### src/rtl/crm_pkg.sv
// Shared types and constants for the rotor map-and-step block.
// Used by crm_ctrl, crm_dp and the top level; no dependencies.
`default_nettype none

package crm_pkg;

    // Alphabet and field widths
    localparam int ALPHA_SIZE   = 26;
    localparam int LETTER_W     = 5;
    localparam int WIRE_W       = 60;
    localparam int WIRE3_W      = 10;
    localparam int CFG_IDX_W    = 3;
    localparam int CFG_DATA_W   = 60;
    localparam int IN_TDATA_W   = 8;
    localparam int IN_TUSER_W   = 2;
    localparam int OUT_TDATA_W  = 16;

    // Operation codes carried in tuser
    typedef enum logic [1:0] {
        OP_FWD     = 2'd0,
        OP_BWD     = 2'd1,
        OP_STEP    = 2'd2,
        OP_RESTART = 2'd3
    } op_e_t;

    // Configuration register indexes
    typedef enum logic [CFG_IDX_W-1:0] {
        REG_WIRING_FIRST  = 3'd0,
        REG_WIRING_SECOND = 3'd1,
        REG_WIRING_THIRD  = 3'd2,
        REG_NOTCH_MASK    = 3'd3,
        REG_START_POS     = 3'd4
    } cfg_reg_e_t;

    // Controller states
    typedef enum logic [1:0] {
        ST_IDLE = 2'd0,
        ST_FWD  = 2'd1,
        ST_SCAN = 2'd2,
        ST_DONE = 2'd3
    } state_e_t;

    // Controller to datapath commands
    typedef struct packed {
        logic load_item;
        logic calc_addr;
        logic scan_en;
        logic finish;
    } crm_cmd_t;

    // Datapath to controller status
    typedef struct packed {
        op_e_t in_op;
        logic  scan_last;
        logic  out_free;
    } crm_status_t;

endpackage

`default_nettype wire

### src/rtl/crm_ctrl.sv
// Controller state machine for the rotor block.
// Depends on crm_pkg for state, command and status types.
`default_nettype none

module crm_ctrl (
    input  wire                  clk,
    input  wire                  rst_n,
    input  wire                  s_tvalid,
    output logic                 s_tready,
    input  wire crm_pkg::crm_status_t status,
    output crm_pkg::crm_cmd_t    cmd
);
    import crm_pkg::*;

    state_e_t state_reg;
    state_e_t state_next;

    // Hold the state
    always_ff @(posedge clk or negedge rst_n)
    begin
        if (!rst_n)
        begin
            state_reg <= ST_IDLE;
        end
        else
        begin
            state_reg <= state_next;
        end
    end

    // Advance through accept, address or scan where the opcode needs one, and finish
    always_comb
    begin
        state_next = state_reg;
        cmd        = '0;
        s_tready   = 1'b0;
        case (state_reg)
            ST_IDLE:
            begin
                s_tready = 1'b1;
                if (s_tvalid)
                begin
                    cmd.load_item = 1'b1;
                    case (status.in_op)
                        OP_FWD:  state_next = ST_FWD;
                        OP_BWD:  state_next = ST_SCAN;
                        default: state_next = ST_DONE;
                    endcase
                end
            end
            ST_FWD:
            begin
                cmd.calc_addr = 1'b1;
                state_next    = ST_DONE;
            end
            ST_SCAN:
            begin
                cmd.scan_en = 1'b1;
                if (status.scan_last)
                begin
                    state_next = ST_DONE;
                end
            end
            ST_DONE:
            begin
                if (status.out_free)
                begin
                    cmd.finish = 1'b1;
                    state_next = ST_IDLE;
                end
            end
            default:
            begin
                state_next = ST_IDLE;
            end
        endcase
    end

endmodule

`default_nettype wire

### src/rtl/crm_dp.sv
// Datapath for the rotor block: configuration registers, position,
// wiring lookup, backward scan and output register. Depends on crm_pkg.
`default_nettype none

module crm_dp (
    input  wire                                  clk,
    input  wire                                  rst_n,
    input  wire crm_pkg::crm_cmd_t               cmd,
    output crm_pkg::crm_status_t                 status,
    input  wire                                  cfg_valid,
    input  wire  [crm_pkg::CFG_IDX_W-1:0]        cfg_index,
    input  wire  [crm_pkg::CFG_DATA_W-1:0]       cfg_data,
    input  wire  [crm_pkg::IN_TDATA_W-1:0]       s_tdata,
    input  wire  [crm_pkg::IN_TUSER_W-1:0]       s_tuser,
    output logic                                 m_tvalid,
    input  wire                                  m_tready,
    output logic [crm_pkg::OUT_TDATA_W-1:0]      m_tdata
);
    import crm_pkg::*;

    localparam logic [5:0] N6 = 6'(ALPHA_SIZE);

    // Reduce a value below 64 into the alphabet
    function automatic logic [LETTER_W-1:0] mod_alpha(input logic [5:0] v);
        logic [5:0] t;
        t = v;
        if (t >= N6)
        begin
            t = t - N6;
        end
        if (t >= N6)
        begin
            t = t - N6;
        end
        return t[LETTER_W-1:0];
    endfunction

    logic [WIRE_W-1:0]     wiring_first_reg;
    logic [WIRE_W-1:0]     wiring_second_reg;
    logic [WIRE3_W-1:0]    wiring_third_reg;
    logic [ALPHA_SIZE-1:0] notch_mask_reg;
    logic [LETTER_W-1:0]   start_pos_reg;

    logic [LETTER_W-1:0]   rotor_pos_reg;
    op_e_t                 op_reg;
    logic [LETTER_W-1:0]   letter_reg;
    logic [LETTER_W-1:0]   addr_reg;
    logic [LETTER_W-1:0]   scan_cnt_reg;
    logic                  found_reg;
    logic [LETTER_W-1:0]   match_idx_reg;

    logic                  out_valid_reg;
    logic [OUT_TDATA_W-1:0] out_data_reg;

    logic [LETTER_W-1:0]   wire_ent [0:ALPHA_SIZE-1];
    logic [LETTER_W-1:0]   rd_addr;
    logic [LETTER_W-1:0]   rd_entry;
    logic [LETTER_W-1:0]   res_letter;
    logic [LETTER_W-1:0]   pos_next;

    // Configuration writes
    always_ff @(posedge clk or negedge rst_n)
    begin
        if (!rst_n)
        begin
            wiring_first_reg  <= '0;
            wiring_second_reg <= '0;
            wiring_third_reg  <= '0;
            notch_mask_reg    <= '0;
            start_pos_reg     <= '0;
        end
        else if (cfg_valid)
        begin
            case (cfg_reg_e_t'(cfg_index))
                REG_WIRING_FIRST:  wiring_first_reg  <= cfg_data[WIRE_W-1:0];
                REG_WIRING_SECOND: wiring_second_reg <= cfg_data[WIRE_W-1:0];
                REG_WIRING_THIRD:  wiring_third_reg  <= cfg_data[WIRE3_W-1:0];
                REG_NOTCH_MASK:    notch_mask_reg    <= cfg_data[ALPHA_SIZE-1:0];
                REG_START_POS:     start_pos_reg     <= cfg_data[LETTER_W-1:0];
                default:           ;
            endcase
        end
    end

    // Unpack the wiring entries
    always_comb
    begin
        for (int k = 0; k < ALPHA_SIZE; k++)
        begin
            if (k < 12)
            begin
                wire_ent[k] = wiring_first_reg[5*k +: 5];
            end
            else if (k < 24)
            begin
                wire_ent[k] = wiring_second_reg[5*(k-12) +: 5];
            end
            else
            begin
                wire_ent[k] = wiring_third_reg[5*(k-24) +: 5];
            end
        end
    end

    // Single lookup port: scan counter while scanning, forward address otherwise
    assign rd_addr  = cmd.scan_en ? scan_cnt_reg : addr_reg;
    assign rd_entry = (rd_addr < LETTER_W'(ALPHA_SIZE)) ? wire_ent[rd_addr] : '0;

    // Latch the item, form the forward address, run the backward scan
    always_ff @(posedge clk)
    begin
        if (cmd.load_item)
        begin
            op_reg     <= op_e_t'(s_tuser);
            letter_reg <= s_tdata[LETTER_W-1:0];
        end
        if (cmd.calc_addr)
        begin
            addr_reg <= mod_alpha(6'(letter_reg) + 6'(rotor_pos_reg));
        end
    end

    always_ff @(posedge clk or negedge rst_n)
    begin
        if (!rst_n)
        begin
            scan_cnt_reg  <= '0;
            found_reg     <= 1'b0;
            match_idx_reg <= '0;
        end
        else if (cmd.load_item)
        begin
            scan_cnt_reg <= '0;
            found_reg    <= 1'b0;
        end
        else if (cmd.scan_en)
        begin
            scan_cnt_reg <= scan_cnt_reg + 1'b1;
            if (rd_entry == letter_reg)
            begin
                found_reg     <= 1'b1;
                match_idx_reg <= scan_cnt_reg;
            end
        end
    end

    // Result letter and new position for the finishing cycle
    always_comb
    begin
        res_letter = '0;
        pos_next   = rotor_pos_reg;
        case (op_reg)
            OP_FWD:
            begin
                res_letter = mod_alpha(6'(rd_entry));
            end
            OP_BWD:
            begin
                if (found_reg)
                begin
                    res_letter = mod_alpha(6'(match_idx_reg) + N6 - 6'(rotor_pos_reg));
                end
                else
                begin
                    res_letter = mod_alpha(6'(letter_reg));
                end
            end
            OP_STEP:
            begin
                pos_next = (rotor_pos_reg == LETTER_W'(ALPHA_SIZE - 1)) ? '0
                         : rotor_pos_reg + 1'b1;
            end
            OP_RESTART:
            begin
                pos_next = mod_alpha(6'(start_pos_reg));
            end
            default:
            begin
                res_letter = '0;
            end
        endcase
    end

    // Commit the position
    always_ff @(posedge clk or negedge rst_n)
    begin
        if (!rst_n)
        begin
            rotor_pos_reg <= '0;
        end
        else if (cmd.finish)
        begin
            rotor_pos_reg <= pos_next;
        end
    end

    // Output register: load on finish, drop on a taken transaction
    always_ff @(posedge clk or negedge rst_n)
    begin
        if (!rst_n)
        begin
            out_valid_reg <= 1'b0;
        end
        else if (cmd.finish)
        begin
            out_valid_reg <= 1'b1;
        end
        else if (m_tready)
        begin
            out_valid_reg <= 1'b0;
        end
    end

    always_ff @(posedge clk)
    begin
        if (cmd.finish)
        begin
            out_data_reg <= {5'd0, notch_mask_reg[pos_next], pos_next, res_letter};
        end
    end

    assign m_tvalid         = out_valid_reg;
    assign m_tdata          = out_data_reg;
    assign status.in_op     = op_e_t'(s_tuser);
    assign status.scan_last = (scan_cnt_reg == LETTER_W'(ALPHA_SIZE - 1));
    assign status.out_free  = !out_valid_reg || m_tready;

endmodule

`default_nettype wire

### src/rtl/cipher_rotor_map_and_step.sv
// Top level of one cipher rotor: controller plus datapath.
// Depends on crm_pkg, crm_ctrl and crm_dp.
//
//  channel  direction  handshake            payload
//  s_*      in         s_tvalid/s_tready    tdata: letter_in; tuser: opcode
//  m_*      out        m_tvalid/m_tready    tdata: letter_out, rotor_position, at_notch
//  cfg_*    in         cfg_valid/cfg_ready  cfg_index, cfg_data
//
// Forward map runs accept, address, finish; step and restart run accept,
// finish; backward map walks the 26 wiring entries through one comparator.
// One item is in work at a time; a new item is taken while a result waits.
// A stalled output holds the block in its finishing cycle until taken.
// rst_n clears position, configuration and control asynchronously.
`default_nettype none

module cipher_rotor_map_and_step (
    input  wire                                  clk,
    input  wire                                  rst_n,
    input  wire                                  s_tvalid,
    output logic                                 s_tready,
    input  wire  [crm_pkg::IN_TDATA_W-1:0]       s_tdata,   // [4:0] letter_in, [7:5] zero
    input  wire  [crm_pkg::IN_TUSER_W-1:0]       s_tuser,   // [1:0] opcode
    output logic                                 m_tvalid,
    input  wire                                  m_tready,
    // [4:0] letter_out, [9:5] rotor_position, [10] at_notch, [15:11] zero
    output logic [crm_pkg::OUT_TDATA_W-1:0]      m_tdata,
    input  wire                                  cfg_valid,
    output logic                                 cfg_ready,
    input  wire  [crm_pkg::CFG_IDX_W-1:0]        cfg_index,
    input  wire  [crm_pkg::CFG_DATA_W-1:0]       cfg_data
);
    import crm_pkg::*;

    crm_cmd_t    cmd;
    crm_status_t status;

    assign cfg_ready = 1'b1;

    crm_ctrl u_ctrl (
        .clk      (clk),
        .rst_n    (rst_n),
        .s_tvalid (s_tvalid),
        .s_tready (s_tready),
        .status   (status),
        .cmd      (cmd)
    );

    crm_dp u_dp (
        .clk       (clk),
        .rst_n     (rst_n),
        .cmd       (cmd),
        .status    (status),
        .cfg_valid (cfg_valid),
        .cfg_index (cfg_index),
        .cfg_data  (cfg_data),
        .s_tdata   (s_tdata),
        .s_tuser   (s_tuser),
        .m_tvalid  (m_tvalid),
        .m_tready  (m_tready),
        .m_tdata   (m_tdata)
    );

endmodule

`default_nettype wire

### config.mk
export PLATFORM = sky130hd
export DESIGN_NAME = cipher_rotor_map_and_step
export DESIGN_NICKNAME = d
export VERILOG_FILES = /design/src/rtl/crm_pkg.sv /design/src/rtl/crm_ctrl.sv /design/src/rtl/crm_dp.sv /design/src/rtl/cipher_rotor_map_and_step.sv
export SDC_FILE = /design/constraint.sdc
export NUM_CORES = 1
export LEC_CHECK = 0
export BUFFER_PORTS_ARGS = -buffer_cell sky130_fd_sc_hd__buf_2
export CAP_MARGIN = 15
export CORE_MARGIN = 2
export CORE_UTILIZATION = 45
export DETAILED_ROUTE_END_ITERATION = 12
export PLACE_DENSITY = 0.73
export SYNTH_ARGS = -nofsm -noshare
export SYNTH_HDL_FRONTEND = slang
export SYNTH_SLANG_ARGS = --single-unit
### constraint.sdc
create_clock -name clk -period 6.3 [get_ports clk]
set_input_delay 1.26 -clock clk [delete_from_list [all_inputs] [get_ports clk]]
set_output_delay 1.26 -clock clk [all_outputs]
set_load 0.01 [all_outputs]
Word-level counts from Yosys, hierarchy flattened
Index checks and enable logic that the tools add are counted.

word-level totals
  register bits after elaboration = 203
  input port bits = 78
  output and inout port bits = 19

cells by class
  add/subtract/negate cells = 15
  $lt $le $gt $ge = 13
  equal/unequal tests = 17
  multiplexer cells = 47
  bitwise operators = 2
  reductions and logical operators = 17

operator list
  kind                                                                                  count
  6-bit two-way mux                                                                     12
  5-bit two-way mux                                                                     13
  6-bit by 5-bit greater-or-equal comparator with 1-bit output (second input constant)  7
  5-bit binary-select mux with 5-bit select                                             1
  5-bit subtractor (second input constant)                                              5
  5-bit case mux with 2 select lines                                                    2
  5-bit by 5-bit subtractor with 6-bit output (second input constant)                   3
  5-bit greater-or-equal comparator (second input constant)                             3
  1-bit two-way mux                                                                     13
  2-bit AND reduction                                                                   6
  6-bit by 5-bit subtractor with 6-bit output (second input constant)                   2
  5-bit by 1-bit adder with 5-bit output (second input constant)                        2
  5-bit equality test (second input constant)                                           2
  2-bit equality test (second input constant)                                           4
  2-bit case mux with 4 select lines                                                    1
  5-bit by 5-bit adder with 6-bit output                                                1
  5-bit by 5-bit adder with 6-bit output (second input constant)                        1
  2-bit by 1-bit equality test with 1-bit output (second input constant)                3
  3-bit by 2-bit equality test with 1-bit output (second input constant)                2
  6-bit greater-or-equal comparator (second input constant)                             1
  2-bit logical NOT                                                                     3
  5-bit by 6-bit less-than comparator with 1-bit output (second input constant)         1
  2-bit two-way mux                                                                     3
  2-bit != test (second input constant)                                                 3
  14 further kinds                                                                      17

Depth between registers and ports, before layout
  word-level depth = 14
  gate-level depth with buffers = 18
  gate-level depth less buffers = 17

Hierarchy
A second synthesis with hierarchy kept.

second synthesis, totals
  cells, all modules = 920
  area, all modules = 10996.8 sq um

by module, submodules not included
  module                     instances  cells each  area each (sq um)
  crm_dp                     1          896         10784.1
  crm_ctrl                   1          22          201.4
  cipher_rotor_map_and_step  1          2           11.3

Least setup slack after synthesis
No wires, ideal clock.

  kind = flip-flop to flip-flop
  start = register u_dp.rotor_pos_reg[1]
  end = register u_dp.out_data_reg[3], in the netlist u_dp.m_tdata[3] (data pin)
  setup time = 146 ps
  arrival = 3347 ps
  data required time = 6154 ps
  slack = 2807 ps
  stages on the path, launching flop included = 15
  cell sequence = dfrtp_1 -> ha_1 -> inv_1 -> ha_1 -> fa_1 -> a21o_1 -> a21oi_1 -> xnor2_1 -> a31o_2 -> clkbuf_1 -> a32oi_1 -> o21ai_0 -> nor4bb_1 -> o31ai_1 -> a21oi_1

between the ends
  longest elaborated chain between the ends = 9

ends and longest elaborated chain
  what                                                                                                                         RTL line                    source
  start: declaration                                                                                                           crm_dp.sv:44                logic [LETTER_W-1:0] rotor_pos_reg;
  start signal: assignment                                                                                                     crm_dp.sv:193               rotor_pos_reg <= pos_next;
  6-bit by 5-bit subtractor with 6-bit output *                                                                                crm_dp.sv:161               res_letter = mod_alpha(6'(match_idx_reg) + N6 - 6'(rotor_pos_reg));
  6-bit by 5-bit subtractor with 6-bit output or 6-bit by 5-bit greater-or-equal comparator with 1-bit output (tied branches)  crm_dp.sv:29, crm_dp.sv:27
  6-bit two-way mux *                                                                                                          crm_dp.sv:27                if (t >= N6)
  6-bit two-way mux *                                                                                                          crm_dp.sv:159               if (found_reg)
  6-bit two-way mux *                                                                                                          crm_dp.sv:152               case (op_reg)
  5-bit subtractor or 6-bit by 5-bit greater-or-equal comparator with 1-bit output (tied branches)                             crm_dp.sv:33, crm_dp.sv:31
  5-bit two-way mux *                                                                                                          crm_dp.sv:31                if (t >= N6)
  5-bit two-way mux *                                                                                                          crm_dp.sv:159
  5-bit case mux with 2 select lines *                                                                                         crm_dp.sv:152
  net u_dp.res_letter[3]                                                                                                       crm_dp.sv:58                logic [LETTER_W-1:0] res_letter;
  end signal: assignment                                                                                                       crm_dp.sv:218               out_data_reg <= {5'd0, notch_mask_reg[pos_next], pos_next, res_letter};
  end: declaration                                                                                                             crm_dp.sv:53                logic [OUT_TDATA_W-1:0] out_data_reg;

Mark *: on every way through the listed nets, which the timed path passes. The rest lies on a longest branch. The select of a mux whose other input is x is not followed.
A chain may end at the register's enable or synchronous reset.

Worst setup path after layout
  start = register u_ctrl.state_reg[0]
  end = register u_dp.match_idx_reg[2]

between the ends
  longest elaborated chain between the ends = 10

ends and longest elaborated chain
  what                                                   RTL line        source
  start: declaration                                     crm_ctrl.sv:15  state_e_t state_reg;
  start signal: assignment                               crm_ctrl.sv:27  state_reg <= state_next;
  2-bit equality test                                    crm_ctrl.sv:37  case (state_reg)
  1-bit two-way mux                                      crm_ctrl.sv:37
  5-bit two-way mux                                      crm_dp.sv:106   assign rd_addr = cmd.scan_en ? scan_cnt_reg : addr_reg;
  5-bit NOT with 6-bit output (not written as such)      crm_dp.sv:107   assign rd_entry = (rd_addr < LETTER_W'(ALPHA_SIZE)) ? wire_ent[rd_addr] : '0;
  5-bit binary-select mux with 5-bit select              crm_dp.sv:107
  5-bit two-way mux (not written as such) (2 in series)  crm_dp.sv:107
  5-bit two-way mux                                      crm_dp.sv:107
  5-bit equality test                                    crm_dp.sv:139   if (rd_entry == letter_reg)
  3-bit AND reduction (no source line) *                 -
  end signal: assignment                                 crm_dp.sv:142   match_idx_reg <= scan_cnt_reg;
  end: declaration                                       crm_dp.sv:50    logic [LETTER_W-1:0] match_idx_reg;

Mark *: on every way between the ends. The rest lies on a longest branch, timed or not. The select of a mux whose other input is x is not followed.

==> flow_summary.json <==
{
  "dr.pass1.iters": 7,
  "cts_tree": "yes",
  "vias_per_cell": 5.814,
  "tightest_slew_ns": 1.068,
  "setup-tns-final_ns": 0,
  "path_clk_slew_ns": 0.06,
  "fin_area_um2": 12780,
  "max_stage_delay_ns": 0.79,
  "antenna_cells": 0,
  "regToRegStartpoint": "u_ctrl.state_reg[0]",
  "ir_drop_uv": 293.5,
  "grt_pass1_vias": 8209,
  "r2r_slack_ns": 1.68,
  "drive_gt1_share_pct": 30.00,
  "hpwlAfterDp_um": 19430,
  "relSlewSlack_pct": 28.55,
  "power.total_uw": 7239,
  "placement.cell_area_um2": 11960,
  "hold_slack_ns": 0.5010,
  "num_rows": 58,
  "status": "finished clean",
  "r2r_end": "u_dp.match_idx_reg[2]",
  "cp_data_required_time_ns": 6.70,
  "min_period_over_period_pct": 73.41,
  "grtUsageMet1_pct": 28.66,
  "drt_iter0_drc": 626,
  "post_synth.cell_area_avg_um2": 11.31,
  "busiest_layer": "met2",
  "grt_util_all_layers_pct": 21.31,
  "core_um2": 24960,
  "endpoint_kind": "flip-flop",
  "htree_levels": 1,
  "clock_latency_ns": 0.53,
  "n_fill_cell": 2223,
  "synth_commonest_cells": "dfrtp_1, mux2_2, nand2_1, inv_1, nor2_1",
  "ys_async_sr_fraction_pct": 88.67,
  "die_area_um2": 26460,
  "syn_area_um2": 11330,
  "cts_buffer_depth": 3,
  "p_leak_uw": 0.005498,
  "ys_seq_area_share_pct": 45.85,
  "portBuffers": 87,
  "grtUsageMet2_pct": 35.44,
  "drc_errors": 0,
  "start_util_pct": 45.38,
  "finalClockSkew_ns": 0.02688,
  "wl_per_cell_um": 19.61,
  "p_per_area_nw_per_um2": 566.3,
  "critPathSlowestCell": "mux2i_4",
  "crit_buf_inv": 2,
  "cts-root-buf": "clkbuf_16",
  "finalSetupViolations": 0,
  "slew_viol_final": 0,
  "yosys_warnings": 0,
  "ctsHoldBuffers": 0,
  "synth_top_area_cell": "dfrtp_1",
  "ys.flop_type": "dfrtp_1",
  "grt_max_degree": 74,
  "r2r_cells": 11,
  "grt_overflow": 0,
  "wl_um": 27850,
  "period_minus_slack_ns": 4.625,
  "max_freq_mhz": 216.2,
  "ant_nets": 0,
  "nets": 1188,
  "grt_first_pass_wirelength_um": 44510,
  "critPathKind": "flip-flop to flip-flop",
  "hold_viol_final": 0,
  "use_met3_pct": 3.514,
  "critPathCapture": "u_dp.match_idx_reg[2]",
  "cts_buffers": 23,
  "rsz0062_at_grt": "false",
  "cts.repair.resized": 0,
  "cp_cell_sequence": "inv_1 -> ha_1 -> mux2i_4 -> buf_4 -> mux4_2 -> nor2_1 -> o32a_1 -> and2_1 -> xnor2_1 -> nor4_4 -> mux2_4",
  "ioPinCount": 97,
  "hp-class": "flip-flop to flip-flop",
  "crit_start": "u_ctrl.state_reg[0]",
  "synth_edf_count": 23,
  "seq_area_um2": 5195,
  "post_cts_buffers": 0,
  "hold_path.startpoint": "u_dp.notch_mask_reg[3]",
  "via_count": 8256,
  "antenna_found_initial": 0,
  "path_max_fanout": 20,
  "path_depth": 11,
  "arrival_ns": 5.02,
  "routabilityCongestion": 0.9183,
  "synth_top_area_share_pct": 39.76,
  "die_w_um": 162.7,
  "synth_cells": 1002,
  "area_growth_pct": 12.82,
  "synth_cell_type_count": 82,
  "path_delay_family": "multiplexers",
  "yosysMostFrequentCell": "dfrtp_1",
  "multi_input_area_um2": 5672,
  "drv_cap": 0,
  "cp-start-kind": "flip-flop",
  "ys_ff_latch": 203,
  "die_y_um": 162.7,
  "synthTopCellsByArea": "dfrtp_1, mux2_2, edfxtp_1",
  "cts_sinks": 203
}
-- per-stage QoR --
step / setup WS, ns / std cells / utilization (%)
after floorplan: 2.807 / 1006 / -
after global placement: 1.848 / 1377 / 47.92
after detailed placement: 1.762 / 1377 / 47.92
after CTS: 1.739 / 1419 / 51.09
after global routing: 1.484 / 1420 / 51.20
final: 1.675 / 1420 / 51.20
-- placed cells by master (no fill, tap or decap), types with 35 or more instances in the layout --
master   count
nor2_1      46
dfrtp_1    180
ha_1        35
inv_1       46
o21ai_0     40
buf_2       86
mux2_2     160
mux2i_1     35
nand2_1     77
a21oi_1     43
-- logic make-up (layout without fill, tap and decap cells) --
family,count (synthesis),after routing,synth area share [%]
xor+xnor,23,23,1.778
other cells,2,6,0.06629
simple gates,227,227,10.07
flops,203,203,45.85
fa+ha+maj,37,37,4.219
buf+inv,101,185,4.274
compound gates,199,199,11.96
mux,210,210,21.78
-- report_power, final --
group          internal [uW]  total, uW  switching, uW
clock network            842       1390            547
registers               1720       2000            278
logic                   1600       3850           2260
-- worst min-delay path by stage --
stage,slack (ns),depth (start not counted),endpoint
4_1_cts,0.50,1,u_dp.notch_mask_reg[3]
6_report,0.50,1,u_dp.notch_mask_reg[3]
3_3_place_gp,0.48,1,u_dp.wiring_second_reg[33]
2_1_floorplan,0.47,1,u_dp.wiring_second_reg[46]
5_1_grt,0.51,1,u_dp.wiring_first_reg[12]
3_5_place_dp,0.49,1,u_dp.wiring_second_reg[0]
-- final cells by class --
type / count / share of cell area, %
Multi-Input combinational cell: 702 / 44.37
Sequential cell: 203 / 40.64
Clock buffer: 35 / 5.403
Timing Repair Buffer: 97 / 4.199
Tap cell: 330 / 3.230
Inverter: 46 / 1.351
Clock inverter: 7 / 0.8027
-- routing by layer --
metal / vias to the layer above / part of all wire, %
li1: 3777 / -
met1: 4119 / 43
met2: 294 / 48
met3: 66 / 6.4
met4: 0 / 3.2
met5: - / 0
-- worst reg2reg max path, delay by kind of cell (launching register included) --
family,cells,cell delay [ns]
AOI/OAI and AO/OA,1,0.19
xor gates and xnor gates,1,0.15
adders and majority gates,1,0.62
buffers and inverters,2,0.53
DFF,1,0.40
muxes,3,1.73
and+or+nand+nor,3,0.89
Power figures use the tool's default switching activity.
